$ cat config.mk
export PLATFORM = sky130hd
export DESIGN_NAME = aarch64_relocation_patch_core_flat
export DESIGN_NICKNAME = d
export VERILOG_FILES = /design/src/hdl/arp_pkg.sv /design/src/hdl/arp_ifs.sv /design/src/hdl/aarch64_relocation_patch_core.sv /design/src/flat_wrapper.sv
export SDC_FILE = /design/constraint.sdc
export NUM_CORES = 1
export LEC_CHECK = 0
export BUFFER_PORTS_ARGS = -buffer_cell sky130_fd_sc_hd__buf_4
export CAP_MARGIN = 10
export CORE_MARGIN = 1.5
export CORE_UTILIZATION = 53
export DETAILED_ROUTE_END_ITERATION = 7
export GPL_TIMING_DRIVEN = 1
export PLACE_DENSITY = 0.78
export RECOVER_POWER = 25
export SLEW_MARGIN = 20
export SYNTH_ARGS = -nofsm -noshare
export SYNTH_HDL_FRONTEND = slang
export SYNTH_SLANG_ARGS = --single-unit
$ cat constraint.sdc
create_clock -name clock -period 5.26 [get_ports clock]
set_input_delay 0.789 -clock clock [delete_from_list [all_inputs] [get_ports clock]]
set_output_delay 0.789 -clock clock [all_outputs]
set_load 0.1 [all_outputs]
$ cat src/hdl/arp_pkg.sv
// Shared types and constants for the AArch64 relocation patch block.
// No dependencies; imported by the channel interfaces and the core.
package arp_pkg;

   localparam int KIND_W = 4;
   localparam int WORD_W = 64;

   // relocation kind codes; codes above KIND_PRELX are unknown
   typedef enum logic [KIND_W-1:0] {
      KIND_PREL16   = 4'd0,
      KIND_PREL32   = 4'd1,
      KIND_PREL64   = 4'd2,
      KIND_ADRLO21  = 4'd3,
      KIND_ABS32    = 4'd4,
      KIND_ABS64    = 4'd5,
      KIND_CONDBR19 = 4'd6,
      KIND_CALL26   = 4'd7,
      KIND_PRELX    = 4'd8
   } kind_type;

   typedef logic [WORD_W-1:0] word_type;

endpackage

$ cat src/hdl/arp_ifs.sv
// Valid/ready channel interfaces for the relocation patch block.
// Depends on arp_pkg for field widths.
interface arp_req_if import arp_pkg::*; ();
   logic              valid;
   logic              ready;
   logic [KIND_W-1:0] req_type;
   word_type          old_word;
   word_type          target_value;
   word_type          place_address;

   modport source (output valid, output req_type, output old_word,
                   output target_value, output place_address, input ready);
   modport sink   (input valid, input req_type, input old_word,
                   input target_value, input place_address, output ready);
endinterface

interface arp_rsp_if import arp_pkg::*; ();
   logic     valid;
   logic     ready;
   word_type new_word;
   logic     bad_type;

   modport source (output valid, output new_word, output bad_type, input ready);
   modport sink   (input valid, input new_word, input bad_type, output ready);
endinterface

$ cat src/hdl/aarch64_relocation_patch_core.sv
// AArch64 relocation site patcher: input register, patch logic, result register.
// Depends on arp_pkg and the channel interfaces in arp_ifs.sv.
//
//   channel  dir  modport  word contents
//   req_if   in   sink     req_type, old_word, target_value, place_address
//   rsp_if   out  source   new_word, bad_type
//
// Two register stages: one word is accepted every cycle unless a stall on rsp_if
// backs up into them. Each word passes through the capture registers and then the
// result register, which drives rsp_if. The 64-bit place subtract and the addend pick feed
// the capture registers; the patch stage does one 64-bit add and the bit-field
// inserts. Synchronous active-high reset clears only the stage valid flags.
// A stall on rsp_if holds the result register and backs up into the capture
// stage; req_if.ready drops only when both stages are full and rsp_if stalls.
module aarch64_relocation_patch_core import arp_pkg::*; (
   input  logic  clock,
   input  logic  reset,
   arp_req_if.sink   req_if,
   arp_rsp_if.source rsp_if
);

   // capture stage
   logic              s1_valid_ff, s1_valid_in;
   logic [KIND_W-1:0] kind_ff;
   word_type          old_ff;
   word_type          disp_ff;     // target - place
   word_type          addend_ff;   // disp for PC-relative kinds, target for absolute

   // result stage
   logic     s2_valid_ff, s2_valid_in;
   word_type new_word_ff, new_word_in;
   logic     bad_ff, bad_in;

   logic     s2_load, s1_load;
   word_type disp_in, addend_in;
   word_type sum;
   logic [18:0] br_field;

   assign s2_load     = s1_valid_ff && (!s2_valid_ff || rsp_if.ready);
   assign s1_load     = req_if.valid && req_if.ready;
   assign req_if.ready = !s1_valid_ff || s2_load;

   assign s1_valid_in = s1_load || (s1_valid_ff && !s2_load);
   assign s2_valid_in = s2_load || (s2_valid_ff && !rsp_if.ready);

   assign disp_in = req_if.target_value - req_if.place_address;

   always_comb begin
      unique case (req_if.req_type) inside
         KIND_ABS32, KIND_ABS64: addend_in = req_if.target_value;
         default:                addend_in = disp_in;
      endcase
   end

   // patch logic
   assign sum      = old_ff + addend_ff;
   assign br_field = old_ff[23:5] + disp_ff[20:2];

   always_comb begin
      bad_in = 1'b0;
      unique case (kind_ff) inside
         KIND_PREL16:             new_word_in = {old_ff[63:16], sum[15:0]};
         KIND_PREL32, KIND_ABS32: new_word_in = {old_ff[63:32], sum[31:0]};
         KIND_PREL64, KIND_ABS64: new_word_in = sum;
         // immlo at 30:29, immhi at 23:5, op bit 31 kept
         KIND_ADRLO21: new_word_in = {old_ff[63:31], disp_ff[1:0], old_ff[28:24],
                                      disp_ff[20:2], old_ff[4:0]};
         KIND_CONDBR19: new_word_in = {old_ff[63:24], br_field, old_ff[4:0]};
         KIND_CALL26:   new_word_in = {old_ff[63:26], disp_ff[27:2]};
         KIND_PRELX:    new_word_in = old_ff;
         default: begin
            new_word_in = old_ff;
            bad_in      = 1'b1;
         end
      endcase
   end

   always_ff @(posedge clock) begin
      if (reset) begin
         s1_valid_ff <= 1'b0;
         s2_valid_ff <= 1'b0;
      end else begin
         s1_valid_ff <= s1_valid_in;
         s2_valid_ff <= s2_valid_in;
      end
      if (s1_load) begin
         kind_ff   <= req_if.req_type;
         old_ff    <= req_if.old_word;
         disp_ff   <= disp_in;
         addend_ff <= addend_in;
      end
      if (s2_load) begin
         new_word_ff <= new_word_in;
         bad_ff      <= bad_in;
      end
   end

   assign rsp_if.valid    = s2_valid_ff;
   assign rsp_if.new_word = new_word_ff;
   assign rsp_if.bad_type = bad_ff;

endmodule
$ cat src/flat_wrapper.sv
// flat-port wrapper written by rule: the top's interface ports become plain ports
module aarch64_relocation_patch_core_flat import arp_pkg::*;
  (clock, reset, req_if_valid, req_if_req_type, req_if_old_word, req_if_target_value, req_if_place_address, req_if_ready, rsp_if_valid, rsp_if_new_word, rsp_if_bad_type, rsp_if_ready);
  arp_req_if req_if_i ();
  arp_rsp_if rsp_if_i ();
  input  logic clock;
  input  logic reset;
  input wire logic [$bits(req_if_i.valid)-1:0] req_if_valid;
  input wire logic [$bits(req_if_i.req_type)-1:0] req_if_req_type;
  input wire logic [$bits(req_if_i.old_word)-1:0] req_if_old_word;
  input wire logic [$bits(req_if_i.target_value)-1:0] req_if_target_value;
  input wire logic [$bits(req_if_i.place_address)-1:0] req_if_place_address;
  output wire logic [$bits(req_if_i.ready)-1:0] req_if_ready;
  output wire logic [$bits(rsp_if_i.valid)-1:0] rsp_if_valid;
  output wire logic [$bits(rsp_if_i.new_word)-1:0] rsp_if_new_word;
  output wire logic [$bits(rsp_if_i.bad_type)-1:0] rsp_if_bad_type;
  input wire logic [$bits(rsp_if_i.ready)-1:0] rsp_if_ready;
  assign req_if_i.valid = req_if_valid;
  assign req_if_i.req_type = req_if_req_type;
  assign req_if_i.old_word = req_if_old_word;
  assign req_if_i.target_value = req_if_target_value;
  assign req_if_i.place_address = req_if_place_address;
  assign req_if_ready = req_if_i.ready;
  assign rsp_if_valid = rsp_if_i.valid;
  assign rsp_if_new_word = rsp_if_i.new_word;
  assign rsp_if_bad_type = rsp_if_i.bad_type;
  assign rsp_if_i.ready = rsp_if_ready;
  aarch64_relocation_patch_core u_core (.clock(clock), .reset(reset), .req_if(req_if_i), .rsp_if(rsp_if_i));
endmodule
* Word-level counts from Yosys, hierarchy flattened
Cells that the tools add are included.
Cells by class: equal/unequal tests 10, $lt $le $gt $ge 0, add/subtract/negate cells 3, muxes and demuxes 3, multipliers 0, bitwise operators 0, reductions and logical operators 17, shift operators 0, div/mod/pow operators 0
Operators by type and width (number):
- case mux 64 bit (6 select lines) | 1
- adder 64 bit | 1
- 2-to-1 mux 64 bit | 1
- subtractor 64 bit | 1
- == test 4 x 3 -> 1 bit, second input constant | 6
- adder 19 bit | 1
- OR reduction 9 bit | 1
- == test 4 x 2 -> 1 bit, second input constant | 2
- OR reduction 2 bit | 3
- == test 4 x 1 -> 1 bit, second input constant | 1
- == test 4 bit, second input constant | 1
- logical AND 1 bit | 4
- logical NOT 1 bit | 4
- logical NOT 4 bit | 1
- logical OR 1 bit | 4
- 2-to-1 mux 1 bit | 1
Word-level totals: RAM bits 0, bits in latches 0, word-level logic and storage cells 41, bits of input ports 200, memories 0, register bits after elaboration 227, memory bits (read-only) 0

* Logic depth before layout (Yosys ltp)
depth after elaboration 6, gate-level depth with buffers 13

* Worst setup path before layout
OpenSTA, ideal clock, no wires.
path kind register to register, start point register u_core.s2_valid_ff (netlist: u_core.rsp_if.valid), end point register u_core.addend_ff[0], enable pin, setup time 0.538 ns, buffers on the path 0, slack -0.663 ns, arrival 5.385 ns, stages on the path, launching flop included 4, cells stage by stage dfxtp_1 > nor2b_1 > nand2_1 > and2_1
Between the ends: longest elaborated chain between the ends 5
RTL lines:
- start, declared | RTL line aarch64_relocation_patch_core.sv:30 | logic s2_valid_ff, s2_valid_in;
- start signal, assigned | RTL line aarch64_relocation_patch_core.sv:84 | s2_valid_ff <= s2_valid_in;
- logical NOT 1 bit | RTL line aarch64_relocation_patch_core.sv:39 | assign s2_load = s1_valid_ff && (!s2_valid_ff || rsp_if.ready);
- logical OR 1 bit | RTL line aarch64_relocation_patch_core.sv:39
- logical AND 1 bit | RTL line aarch64_relocation_patch_core.sv:39
- logical OR 1 bit | RTL line aarch64_relocation_patch_core.sv:41 | assign req_if.ready = !s1_valid_ff || s2_load;
- net req_if_ready | RTL line flat_wrapper.sv:13 | output wire logic [$bits(req_if_i.ready)-1:0] req_if_ready;
- logical AND 1 bit | RTL line aarch64_relocation_patch_core.sv:40 | assign s1_load = req_if.valid && req_if.ready;
- net u_core.s1_load | RTL line aarch64_relocation_patch_core.sv:34 | logic s2_load, s1_load;
- end signal, assigned | RTL line aarch64_relocation_patch_core.sv:90 | addend_ff <= addend_in;
- end, declared | RTL line aarch64_relocation_patch_core.sv:27 | word_type addend_ff;
The timed path passes the listed nets, and every way through them passes these cells. A chain may end at the register's enable or synchronous reset.

* Worst setup path in the final report
start point register u_core.old_ff[2], end point register u_core.new_word_ff[61] (netlist: u_core.rsp_if.new_word[61]) (data pin)
Between the ends: longest elaborated chain between the ends 2
RTL lines:
- start, declared | RTL line aarch64_relocation_patch_core.sv:25 | word_type old_ff;
- start signal, assigned | RTL line aarch64_relocation_patch_core.sv:88 | old_ff <= req_if.old_word;
- adder 64 bit | RTL line aarch64_relocation_patch_core.sv:56 | assign sum = old_ff + addend_ff;
- case mux 64 bit (6 select lines) | RTL line aarch64_relocation_patch_core.sv:61 | unique case (kind_ff) inside
- net u_core.new_word_in[61] | RTL line aarch64_relocation_patch_core.sv:31 | word_type new_word_ff, new_word_in;
- end signal, assigned | RTL line aarch64_relocation_patch_core.sv:93 | new_word_ff <= new_word_in;
- end, declared | RTL line aarch64_relocation_patch_core.sv:31
The timed path passes the listed nets, and every way through them passes these cells.

==> summary.txt <==
Num ports = 267
Starting Density = 53.6%
Fin util = 62.8%
Clock Skew = 15.0 ps
Post-CTS sizing = 0
CORE AREA = 32400 um2
Area after DPL = 19700 um2
Row count = 66
Crit path launch type = flop
Worst skew pair latency = 550 ps
HPWL after DPL = 43000 um
Primary FF master, synth = edfxtp_1
Area grow syn2layout = 17.1%
Min Tclk post-route = 4190 ps
DRT antenna net count = 0
CTS Buf Count = 25
Fin. max-slew vios = 16
Critical Path Fanout Max = 5
Syn_nets = 2220
DRT iter0 DRCs = 1512
Max-Cap Viols = 1
Finished Layout Cells = 2556
#FFs+latches synth = 227
Number of instances in the placed design = 2509
CP Capture Type = flop
Initial antenna violation count = 2
Hold_buf cts = 0
Area taken by multi-input logic gates = 9770 um2
First-pass GRT wire length = 81500 um
Root Buffer Master = clkbuf_16
Die X = 184 um
Asr flop ratio synth = 0%
CP required = 5540 ps
Leak pwr = 8.43 nW
Cell Area, Synth = 17400 um2
Post-route design area = 20300 um2
Syn_area_per_cell = 9.27 um2
DR vias = 15600
EDFF count, synth = 225
Yosys warning total = 0
Worst-path clk slew = 60 ps
Crit path cell chain = ha_1 > a211oi_1 > o21ai_0 > a211oi_1 > nor3_1 > nor4_2 > buf_4 > o21ai_1 > a21oi_1 > o21ai_1 > xnor2_1 > o21ai_1
Pre-antenna DRT Iters = 6
Outcome = finished with violations
Worst slew pin tran = 1770 ps
Register area share after synthesis = 39.1%
Fillers = 2836
GRT overflow = 0
Die area = 33900 um2
CTS tree = yes
RSZ-0062 raised after global routing = no
GP Congestion = 0.995
Peak supply drop = 0.234 mV
Vias per cell = 6.09
Wire per inst = 21.2 um
Worst EP arrival = 4470 ps
Pin count of the biggest net entering global routing = 151
PwrDens = 316 nW/um2
Post-layout nets = 2441
Flop2flop setup slack = 1070 ps
Failing checks = max-capacitance violations, max-slew violations
Port buffer count = 266
Final TNS setup = 0 ps
Crit-path most repeated cell = o21ai_1
Slew headroom = -18.0%
Post-CTS Setup Inserts = 0
Final WL = 54100 um
Worst Hold Class = input port to flop
CP peak stage delay = 600 ps
Register cell area after layout = 6800 um2
Die Height = 184 um
Final hold viol count = 0
Worst hold slack = 392 ps
Yosys cell types = 84
Slowest-stage cell, CP = a211oi_1
Final Cycle Share = 79.6%
Gate Count Post-Synth = 1873
Final setup viols = 0
CP Class = flop to flop
CTS H-tree lvls = 1
Fmax = 239 MHz
Gr usage total = 31.5%
CTS sink cnt = 227
Clock Tree Buf Depth = 3
Residual DRC = 0
Share of layout cells above drive strength 1 = 15.6%
Vias in the first global route = 14400
kinds of logic after synthesis:
family | Yosys count | synth area share, %
xor gates and xnor gates | 129 | 6.51
adders and majority gates | 147 | 10.7
DFF | 227 | 39.1
AOI/OAI and AO/OA | 617 | 23.1
buffers and inverters | 207 | 4.52
muxes | 36 | 2.28
and+or+nand+nor | 510 | 13.7
layout make-up:
class | instances | share of cell area, %
clock inverter | 16 | 0.708
inverter | 125 | 2.31
tap | 442 | 2.72
multi-input combinational | 1439 | 48.1
timing repair buffer | 276 | 9.59
antenna | 2 | 0.0246
clock buffer | 29 | 3.15
sequential | 227 | 33.4
flip-flops by register name (all words and copies together), names as in the netlist:
name                    cells
u_core.kind_ff              4
u_core.s1_valid_ff          1
u_core.rsp_if.new_word     64
u_core.addend_ff           64
u_core.disp_ff             28
u_core.old_ff              64
u_core.rsp_if.valid         1
u_core.rsp_if.bad_type      1
cell usage after synthesis, drive strengths merged, types with 6 or more instances:
cell type | instances | area, um2
a211oi | 19 | 143
a21o | 59 | 443
a21oi | 174 | 890
a221o | 9 | 90.1
a221oi | 16 | 146
a22oi | 14 | 105
a311oi | 6 | 58.8
a31oi | 18 | 119
and2 | 8 | 50.1
and3 | 13 | 81.3
buf | 8 | 37.5
clkbuf | 74 | 278
edfxtp | 225 | 6760
ha | 144 | 1800
inv | 125 | 469
mux2 | 28 | 315
mux2i | 8 | 80.1
nand2 | 202 | 761
nand2b | 9 | 56.3
nand3 | 34 | 170
nand4 | 34 | 213
nor2 | 112 | 423
nor2b | 24 | 150
nor3 | 29 | 145
nor3b | 8 | 60.1
nor4 | 7 | 50.1
o211ai | 17 | 133
o21a | 11 | 82.6
o21ai | 166 | 831
o21bai | 33 | 248
o221ai | 8 | 70.1
o31ai | 12 | 100
or3 | 9 | 56.3
xnor2 | 93 | 815
xor2 | 36 | 315
layout by cell type, fill, tap and decap left out, types with 15 or more instances in the layout:
cell	instances
a31oi_1	17
inv_1	124
buf_4	180
clkbuf_1	40
nor3_1	29
clkbuf_16	25
a221oi_1	15
a211oi_1	19
o21ai_0	148
edfxtp_1	225
xnor2_1	93
nand3_1	34
a21oi_1	172
nand2_1	201
o21ai_1	18
clkbuf_4	59
nand4_1	34
ha_1	144
nor2b_1	24
mux2_2	28
a21o_1	58
nor2_1	111
o211ai_1	16
o21bai_1	33
xor2_1	36
path summary, 6_finish.rpt:
path,startpoint,end,depth (start not counted)
max,u_core.old_ff[2],u_core.rsp_if.new_word[61],12
min,reset,u_core.rsp_if.valid,2
max reg2reg,u_core.old_ff[2],u_core.rsp_if.new_word[61],12
min reg2reg,u_core.s1_valid_ff,u_core.rsp_if.valid,2
routing by layer:
layer / up-vias / GRT usage [%] / wire (um) / share of wire [%]
met5: - / 0 / 0 / 0
met4: 0 / 7.54 / 1190 / 2.2
met3: 78 / 6.34 / 5250 / 9.7
met2: 724 / 43.1 / 21500 / 40
met1: 7340 / 49.8 / 26100 / 48
li1: 7420 / - / - / -
where the power goes:
| group | total (mW) | internal [mW] | switching (mW) |
|---|---|---|---|
| Combinational | 2.35 | 0.877 | 1.47 |
| Sequential | 2.40 | 2.24 | 0.160 |
| Clock | 1.68 | 0.973 | 0.712 |
| Total | 6.43 | 4.08 | 2.34 |
per-stage QoR:
stage,power (mW),setup slack [ps]
finish,6.43,1070
global route,6.73,871
CTS,6.42,1190
detailed placement,4.73,1000
global placement,4.70,1060
floorplan,4.03,912
worst max-delay path: cells and delay by family (launching register included):
kind / cells / cell delay, ps
simple gates: 2 / 470
compound gates: 7 / 2330
xor+xnor: 1 / 180
buf+inv: 1 / 210
flops: 1 / 420
fa+ha+maj: 1 / 290
Power figures use the tool's default switching activity.
